`src/rtl/cba_pkg.sv`:
```
`timescale 1ns / 1ps
// ----------------------------------------------------------------------------
// Block chain allocator package
// Shared constants, types and helpers of the block chain allocator.
// ----------------------------------------------------------------------------
package cba_pkg;

  // Table geometry.
  localparam int unsigned TableLimit     = 4091;
  localparam int unsigned ReservedBlocks = 5;
  localparam int unsigned TableDepth     = TableLimit - ReservedBlocks;
  localparam int unsigned AddrW          = $clog2(TableDepth);

  localparam logic [15:0] NO_BLOCK       = 16'hFFFF;
  localparam logic [15:0] FIRST_LAST     = 16'd4;
  localparam logic [15:0] TABLE_LIMIT    = 16'(TableLimit);
  localparam logic [15:0] RSV_BLOCKS     = 16'(ReservedBlocks);
  localparam logic [15:0] LAST_BLOCK     = 16'(TableLimit - 1);
  localparam logic [11:0] CARD_RESET     = 12'd2048;

  // Command kinds.
  localparam logic [1:0] KIND_REFORMAT = 2'd0;
  localparam logic [1:0] KIND_ALLOC    = 2'd1;
  localparam logic [1:0] KIND_FREE     = 2'd2;
  localparam logic [1:0] KIND_LOOKUP   = 2'd3;

  // One access to the link memory.
  typedef struct packed {
    logic             we;
    logic [AddrW-1:0] addr;
    logic [15:0]      wdata;
  } ram_req_t;

  // One finished result.
  typedef struct packed {
    logic [15:0] result_block;
    logic        ok;
    logic [15:0] free_left;
  } result_t;

  // True when a block has an entry in the table.
  function automatic logic in_table(input logic [15:0] b);
    return (b >= RSV_BLOCKS) && (b < TABLE_LIMIT);
  endfunction

  // Memory address of a block.
  function automatic logic [AddrW-1:0] blk_addr(input logic [15:0] b);
    logic [15:0] a;
    a = b - RSV_BLOCKS;
    return a[AddrW-1:0];
  endfunction

endpackage

```
`src/rtl/cba_ctrl.sv`:
```
`timescale 1ns / 1ps
// ----------------------------------------------------------------------------
// Allocator sequencer
// Runs reformat sweeps, next-fit searches, chain walks and lookups against
// the link memory, one memory access per cycle.
// ----------------------------------------------------------------------------
module cba_ctrl (
  input  logic                clk_i,
  input  logic                rst_ni,
  input  logic [11:0]         card_blocks_i,
  input  logic                cmd_valid_i,
  output logic                cmd_ready_o,
  input  logic [1:0]          kind_i,
  input  logic [15:0]         block_number_i,
  input  logic [11:0]         block_count_i,
  output cba_pkg::ram_req_t   ram_req_o,
  input  logic [15:0]         ram_rdata_i,
  output logic                res_valid_o,
  input  logic                res_ready_i,
  output cba_pkg::result_t    res_o
);

  localparam logic [3:0] S_SWEEP = 4'd0;
  localparam logic [3:0] S_IDLE  = 4'd1;
  localparam logic [3:0] S_SRCH  = 4'd2;
  localparam logic [3:0] S_MARK  = 4'd3;
  localparam logic [3:0] S_WALK  = 4'd4;
  localparam logic [3:0] S_WWAIT = 4'd5;
  localparam logic [3:0] S_CLR   = 4'd6;
  localparam logic [3:0] S_CLRW  = 4'd7;
  localparam logic [3:0] S_LOOK  = 4'd8;
  localparam logic [3:0] S_RESP  = 4'd9;

  logic [3:0]  state_q, state_d;
  logic [15:0] idx_q, idx_d;
  logic [15:0] bound_q, bound_d;
  logic [15:0] wrap_end_q, wrap_end_d;
  logic        phase_q, phase_d;
  logic        rdv_q, rdv_d;
  logic [15:0] rdidx_q, rdidx_d;
  logic        first_mode_q, first_mode_d;
  logic [15:0] first_q, first_d;
  logic [15:0] cur_q, cur_d;
  logic [15:0] head_q, head_d;
  logic [11:0] left_q, left_d;
  logic [11:0] cnt_q, cnt_d;
  logic [11:0] len_q, len_d;
  logic [15:0] free_q, free_d;
  logic [15:0] last_q, last_d;
  logic        fmt_q, fmt_d;
  logic [15:0] res_blk_q, res_blk_d;
  logic        res_ok_q, res_ok_d;

  logic [15:0] lim_raw, lim;
  logic        launch;
  logic [15:0] launch_start;
  logic        srch_done, srch_hit;
  logic [15:0] srch_blk;

  // Search limit: card size less the reserved blocks, capped at the table end.
  assign lim_raw = {4'd0, card_blocks_i} - cba_pkg::RSV_BLOCKS;
  assign lim     = (lim_raw > cba_pkg::TABLE_LIMIT) ? cba_pkg::TABLE_LIMIT : lim_raw;

  // Sequencer.
  always_comb begin
    state_d      = state_q;
    idx_d        = idx_q;
    bound_d      = bound_q;
    wrap_end_d   = wrap_end_q;
    phase_d      = phase_q;
    rdv_d        = 1'b0;
    rdidx_d      = rdidx_q;
    first_mode_d = first_mode_q;
    first_d      = first_q;
    cur_d        = cur_q;
    head_d       = head_q;
    left_d       = left_q;
    cnt_d        = cnt_q;
    len_d        = len_q;
    free_d       = free_q;
    last_d       = last_q;
    fmt_d        = fmt_q;
    res_blk_d    = res_blk_q;
    res_ok_d     = res_ok_q;
    ram_req_o    = '{we: 1'b0, addr: cba_pkg::blk_addr(idx_q), wdata: 16'd0};
    launch       = 1'b0;
    launch_start = 16'd0;
    srch_done    = 1'b0;
    srch_hit     = 1'b0;
    srch_blk     = cba_pkg::NO_BLOCK;

    unique case (state_q)
      // Clear one entry per cycle.
      S_SWEEP: begin
        ram_req_o.we = 1'b1;
        idx_d = idx_q + 16'd1;
        if (idx_q == cba_pkg::LAST_BLOCK) begin
          if (fmt_q) begin
            res_blk_d = cba_pkg::NO_BLOCK;
            res_ok_d  = 1'b1;
            state_d   = S_RESP;
          end else begin
            state_d = S_IDLE;
          end
        end
      end

      S_IDLE: begin
        if (cmd_valid_i) begin
          cnt_d = block_count_i;
          unique case (kind_i)
            cba_pkg::KIND_REFORMAT: begin
              idx_d   = cba_pkg::RSV_BLOCKS;
              fmt_d   = 1'b1;
              free_d  = {4'd0, card_blocks_i} - cba_pkg::RSV_BLOCKS;
              last_d  = cba_pkg::FIRST_LAST;
              state_d = S_SWEEP;
            end
            cba_pkg::KIND_ALLOC: begin
              left_d       = block_count_i;
              first_mode_d = 1'b1;
              launch       = 1'b1;
              launch_start = last_q + 16'd1;
            end
            cba_pkg::KIND_FREE: begin
              if (block_number_i != cba_pkg::NO_BLOCK && block_number_i != 16'd0 &&
                  !cba_pkg::in_table(block_number_i)) begin
                res_blk_d = cba_pkg::NO_BLOCK;
                res_ok_d  = 1'b0;
                state_d   = S_RESP;
              end else begin
                head_d  = block_number_i;
                cur_d   = block_number_i;
                len_d   = 12'd0;
                state_d = S_WALK;
              end
            end
            cba_pkg::KIND_LOOKUP: begin
              if (cba_pkg::in_table(block_number_i)) begin
                ram_req_o.addr = cba_pkg::blk_addr(block_number_i);
                state_d = S_LOOK;
              end else begin
                res_blk_d = cba_pkg::NO_BLOCK;
                res_ok_d  = 1'b1;
                state_d   = S_RESP;
              end
            end
            default: begin
              state_d = S_IDLE;
            end
          endcase
        end
      end

      // Next-fit scan: a read issued each cycle until the bound, its data checked in the cycle after.
      S_SRCH: begin
        if (rdv_q && ram_rdata_i == 16'd0) begin
          srch_done = 1'b1;
          srch_hit  = 1'b1;
          srch_blk  = rdidx_q;
        end else if (free_q == 16'd0) begin
          srch_done = 1'b1;
        end else if (idx_q < bound_q) begin
          rdv_d   = 1'b1;
          rdidx_d = idx_q;
          idx_d   = idx_q + 16'd1;
        end else if (!phase_q) begin
          phase_d = 1'b1;
          idx_d   = cba_pkg::RSV_BLOCKS;
          bound_d = wrap_end_q;
        end else begin
          srch_done = 1'b1;
        end

        if (srch_done) begin
          if (first_mode_q) begin
            if (!srch_hit) begin
              res_blk_d = cba_pkg::NO_BLOCK;
              res_ok_d  = 1'b0;
              state_d   = S_RESP;
            end else if (left_q == 12'd0) begin
              last_d    = srch_blk;
              res_blk_d = srch_blk;
              res_ok_d  = 1'b1;
              state_d   = S_RESP;
            end else begin
              first_d = srch_blk;
              cur_d   = srch_blk;
              state_d = S_MARK;
            end
          end else begin
            // Link the current block to the one found, or end it here.
            ram_req_o = '{we: 1'b1, addr: cba_pkg::blk_addr(cur_q), wdata: srch_blk};
            if (!srch_hit) begin
              res_blk_d = cba_pkg::NO_BLOCK;
              res_ok_d  = 1'b0;
              state_d   = S_RESP;
            end else begin
              cur_d   = srch_blk;
              state_d = S_MARK;
            end
          end
        end
      end

      // Take the current block: end of chain for now.
      S_MARK: begin
        ram_req_o = '{we: 1'b1, addr: cba_pkg::blk_addr(cur_q), wdata: cba_pkg::NO_BLOCK};
        left_d = left_q - 12'd1;
        if (left_q == 12'd1) begin
          last_d    = cur_q;
          free_d    = free_q - {4'd0, cnt_q};
          res_blk_d = first_q;
          res_ok_d  = 1'b1;
          state_d   = S_RESP;
        end else begin
          first_mode_d = 1'b0;
          launch       = 1'b1;
          launch_start = cur_q + 16'd1;
        end
      end

      // Walk the chain and count its length.
      S_WALK: begin
        if (cur_q == cba_pkg::NO_BLOCK || cur_q == 16'd0) begin
          if (cur_q == 16'd0 || len_q != cnt_q) begin
            res_blk_d = cba_pkg::NO_BLOCK;
            res_ok_d  = 1'b0;
            state_d   = S_RESP;
          end else begin
            cur_d   = head_q;
            state_d = S_CLR;
          end
        end else if (len_q == cnt_q) begin
          res_blk_d = cba_pkg::NO_BLOCK;
          res_ok_d  = 1'b0;
          state_d   = S_RESP;
        end else begin
          len_d = len_q + 12'd1;
          if (!cba_pkg::in_table(cur_q)) begin
            cur_d = cba_pkg::NO_BLOCK;
          end else begin
            ram_req_o.addr = cba_pkg::blk_addr(cur_q);
            state_d = S_WWAIT;
          end
        end
      end

      S_WWAIT: begin
        cur_d   = ram_rdata_i;
        state_d = S_WALK;
      end

      // Clear the chain link by link.
      S_CLR: begin
        if (cur_q == cba_pkg::NO_BLOCK || !cba_pkg::in_table(cur_q)) begin
          free_d    = free_q + {4'd0, cnt_q};
          res_blk_d = cba_pkg::NO_BLOCK;
          res_ok_d  = 1'b1;
          state_d   = S_RESP;
        end else begin
          ram_req_o.addr = cba_pkg::blk_addr(cur_q);
          state_d = S_CLRW;
        end
      end

      S_CLRW: begin
        ram_req_o = '{we: 1'b1, addr: cba_pkg::blk_addr(cur_q), wdata: 16'd0};
        cur_d   = ram_rdata_i;
        state_d = S_CLR;
      end

      S_LOOK: begin
        res_blk_d = ram_rdata_i;
        res_ok_d  = 1'b1;
        state_d   = S_RESP;
      end

      S_RESP: begin
        if (res_ready_i) begin
          state_d = S_IDLE;
        end
      end

      default: begin
        state_d = S_IDLE;
      end
    endcase

    // Set up a search: first pass from the start to the limit, then wrap.
    if (launch) begin
      idx_d      = (launch_start < cba_pkg::RSV_BLOCKS) ? cba_pkg::RSV_BLOCKS : launch_start;
      bound_d    = lim;
      wrap_end_d = (launch_start < cba_pkg::TABLE_LIMIT) ? launch_start
                                                         : cba_pkg::TABLE_LIMIT;
      phase_d    = 1'b0;
      rdv_d      = 1'b0;
      state_d    = S_SRCH;
    end
  end

  // Control state.
  always_ff @(posedge clk_i or negedge rst_ni) begin
    if (!rst_ni) begin
      state_q <= S_SWEEP;
      idx_q   <= cba_pkg::RSV_BLOCKS;
      rdv_q   <= 1'b0;
      fmt_q   <= 1'b0;
      free_q  <= {4'd0, cba_pkg::CARD_RESET} - cba_pkg::RSV_BLOCKS;
      last_q  <= cba_pkg::FIRST_LAST;
    end else begin
      state_q <= state_d;
      idx_q   <= idx_d;
      rdv_q   <= rdv_d;
      fmt_q   <= fmt_d;
      free_q  <= free_d;
      last_q  <= last_d;
    end
  end

  // Working registers.
  always_ff @(posedge clk_i) begin
    bound_q      <= bound_d;
    wrap_end_q   <= wrap_end_d;
    phase_q      <= phase_d;
    rdidx_q      <= rdidx_d;
    first_mode_q <= first_mode_d;
    first_q      <= first_d;
    cur_q        <= cur_d;
    head_q       <= head_d;
    left_q       <= left_d;
    cnt_q        <= cnt_d;
    len_q        <= len_d;
    res_blk_q    <= res_blk_d;
    res_ok_q     <= res_ok_d;
  end

  assign cmd_ready_o = (state_q == S_IDLE);
  assign res_valid_o = (state_q == S_RESP);
  assign res_o       = '{result_block: res_blk_q, ok: res_ok_q, free_left: free_q};

endmodule

```
`config.mk`:
```
export PLATFORM = sky130hd
export DESIGN_NAME = cba_ctrl
export DESIGN_NICKNAME = d
export VERILOG_FILES = /design/src/rtl/cba_pkg.sv /design/src/rtl/cba_ctrl.sv
export SDC_FILE = /design/constraint.sdc
export NUM_CORES = 1
export LEC_CHECK = 0
export BUFFER_PORTS_ARGS = -buffer_cell sky130_fd_sc_hd__buf_2
export CAP_MARGIN = 25
export CELL_PAD_IN_SITES_DETAIL_PLACEMENT = 0
export CELL_PAD_IN_SITES_GLOBAL_PLACEMENT = 1
export CORE_MARGIN = 1.5
export CORE_UTILIZATION = 42
export DETAILED_ROUTE_END_ITERATION = 16
export HOLD_SLACK_MARGIN = 0.1
export PLACE_DENSITY = 0.86
export SETUP_SLACK_MARGIN = 0.4
export SLEW_MARGIN = 20
export SYNTH_ARGS = -nofsm -noshare
export SYNTH_HDL_FRONTEND = slang
export SYNTH_SLANG_ARGS = --single-unit
```
`constraint.sdc`:
```
create_clock -name clk_i -period 4.1 [get_ports clk_i]
set_input_delay 0.41 -clock clk_i [delete_from_list [all_inputs] [get_ports clk_i]]
set_output_delay 0.41 -clock clk_i [all_outputs]
set_load 0.05 [all_outputs]
```
==> flow_metrics.tcl <==
set metrics [dict create \
    area_growth_pct 19.87 \
    fin_crit_sh 0.9372 \
    synth_edf_count 150 \
    cts_sinks 205 \
    cts_made_buffers 25 \
    cts.root.buffer_cell "clkbuf_16" \
    ant_nets 0 \
    synth-compound-area-share 0.1881 \
    yosys_warnings 0 \
    dp.final_hpwl_mm 33.20 \
    clock_latency_ns 0.53 \
    leakagePower_uw 0.006076 \
    synth_top_area_share 0.3436 \
    setup_ws_ns 0.2575 \
    fillers 2850 \
    final_area_sq_mm 0.01572 \
    fp.dieW_um 179.7 \
    clk_pin_slew_ns 0.06 \
    start_kind "flop" \
    dp_cells 1914 \
    dr.pass1.iters 5 \
    rows 64 \
    synth-simple-area-share 0.1893 \
    grt_max_degree 37 \
    synth_area_sq_mm 0.01311 \
    grt_usage 0.2646 \
    whs_ns 0.1032 \
    worstPathRequired_ns 3.69 \
    via_per_inst 6.000 \
    synth_most_common_cell "nor2_1" \
    cts_max_path_buffers 3 \
    async_reset_ff_frac 0.2634 \
    core_sq_mm 0.03067 \
    hold_violations 0 \
    hold_class "primary input to flop" \
    htree_levels 1 \
    drive_above_1_share 0.1868 \
    multi_input_area_sq_mm 0.006834 \
    n_antenna_cell 0 \
    fin_tns_setup_ns 0 \
    status "finished, final reports clean" \
    synth_fa_ha_area_frac 0.04734 \
    rrSetupSlack_ns 0.65 \
    fmax_mhz 260.3 \
    slew_viol_final 0 \
    start_util 0.4275 \
    worst-endpoint-arrival_ns 3.43 \
    grt_pass1_wl_mm 66.92 \
    path_max_fanout 7 \
    report.final.setup_viol 0 \
    antenna_found_initial 0 \
    endpoint_kind "primary output" \
    stdcell_count 1986 \
    place_ws_ns 0.4075 \
    tritoncts "yes" \
    ioPinCount 126 \
    syn_avg_cell_area_sq_um 9.252 \
    num-nets-final 1684 \
    worst_pin_slew_ns 0.8193 \
    vias 11916 \
    synth_top_cell_by_area "edfxtp_1" \
    slew_headroom 0.4525 \
    dieHeight_um 179.7 \
    rsz0062_at_grt "yes" \
    synthMuxAreaShare 0.0007635 \
    drc 0 \
    grt_pass1_vias 11412 \
    synth_area_leaders "edfxtp_1, dfrtp_1, nor2_1" \
    design.die.area_sq_mm 0.03228 \
    post_dp_cell_area_sq_mm 0.01435 \
    place.gp.congestion 0.9478 \
    worstSetupPathType "flop to primary output" \
    synth.ff_latch_count 205 \
    post_synth_num_cell_types 77 \
    drv_cap 0 \
    clock_skew_ns 0.01273 \
    synth_flop_cell "edfxtp_1" \
    regArea_sq_mm 0.005893 \
    port_buffers 125 \
    postSynthCellCount 1417 \
    ys_top_cells_by_count "nor2_1, edfxtp_1, nand2_1" \
    power_density_mw_per_mm2 760.9 \
    synth_xor_area_frac 0.07816 \
    synth_top_family_by_area "simple AND/OR/NAND/NOR gates" \
    totalWireLength_mm 44.10 \
    routedWlPerCell_um 22.21 \
    drtIter0Drc 1270 \
    post-route-min-period_ns 3.842 \
    overflow 0 \
    ys_seq_area_frac 0.4494 \
    ir_drop_v 0.001188 \
]
[layout make-up]
type | count | share of cell area
Inverter | 75 | 0.01791
Sequential cell | 205 | 0.3750
Clock buffer | 36 | 0.04443
Multi-Input combinational cell | 1062 | 0.4349
Clock inverter | 8 | 0.008838
Timing Repair Buffer | 204 | 0.08742
Tap cell | 396 | 0.03153
[critical path, cell delays in order (launching register included)]
cell      delay [ns]
edfxtp_1        0.40
or4_4           0.54
or4_4           0.46
or3_4           0.45
nand4_4         0.11
o32a_1          0.21
o31ai_4         0.10
buf_12          0.16
buf_12          0.14
nand2_1         0.07
o221ai_2        0.09
buf_6           0.19
[worst paths after layout]
path	startpoint	endpoint	cells past startpoint
setup / recovery	cur_q[6]$_DFFE_PP_	ram_req_o[21]	11
hold / removal	block_count_i[8]	cnt_q[8]$_DFFE_PP_	1
setup reg to reg	state_q[1]$_DFFE_PN0P_	free_q[15]$_DFFE_PN0P_	13
hold reg to reg	free_q[10]$_DFFE_PN1P_	free_q[10]$_DFFE_PN1P_	2
max in group asynchronous	rst_ni	free_q[8]$_DFFE_PN1P_	3
min in group asynchronous	rst_ni	idx_q[6]$_DFFE_PN0P_	2
[stage by stage]
stage | total power (uW) | utilization
6_report | 11960 | 0.5124
5_1_grt | 12560 | 0.5124
4_1_cts | 11810 | 0.5066
3_5_place_dp | 9200 | 0.4678
3_3_place_gp | 9149 | 0.4673
2_1_floorplan | 7569 | -
[placed cells by master, fill, tap and decap left out, types with 48 or more instances in the layout]
cell type,Yosys,routed
nor2_1,166,164
edfxtp_1,150,150
nand2_1,127,121
buf_2,6,104
o21ai_0,85,81
a21oi_1,79,78
inv_1,75,75
buf_4,2,70
xor2_1,61,61
xnor2_1,56,56
ha_1,48,48
[layer usage]
| metal | vias to the layer above | global-route usage | share of wire |
|---|---|---|---|
| met5 | - | 0 | 0 |
| met4 | 0 | 0.08233 | 0.035 |
| met3 | 103 | 0.04923 | 0.086 |
| met2 | 553 | 0.4283 | 0.47 |
| met1 | 5748 | 0.3591 | 0.41 |
| li1 | 5512 | - | - |
[state kept, by name (all words and copies together), names as in the netlist]
| signal | cells |
|---|---|
| bound_q | 16 |
| cur_q | 16 |
| first_q | 16 |
| free_q | 16 |
| head_q | 16 |
| idx_q | 16 |
| last_q | 16 |
| rdidx_q | 16 |
| res_blk_q | 16 |
| wrap_end_q | 16 |
| cnt_q | 12 |
| left_q | 12 |
| len_q | 12 |
| state_q | 4 |
| first_mode_q | 1 |
| fmt_q | 1 |
| phase_q | 1 |
| rdv_q | 1 |
| res_ok_q | 1 |
[report_power, final]
part	leakage, uW	internal (uW)	switching, uW	total (uW)
Combinational	0.00358	2120	4080	6200
Sequential	0.00209	2970	482	3450
Clock	0.000408	1430	880	2310
[what timing repair did]
item,CTS,global route
buffers inserted,11,7
resized for setup,40,31
endpoints found under the setup margin,29,42
hold buffers,10,0
endpoints found under the hold margin,32,0
pin swaps,5,4
[cell families (layout without fill, tap and decap cells)]
family,count (synthesis),count (layout)
multiplexers,1,1
buffers and inverters,153,323
AO/OA/AOI/OAI,369,369
adder cells (fa/ha/maj),49,49
other,1,4
XOR/XNOR,117,117
flip-flops,205,205
AND/OR/NAND/NOR,522,522
No activity file was read; power rests on OpenSTA's default activity.
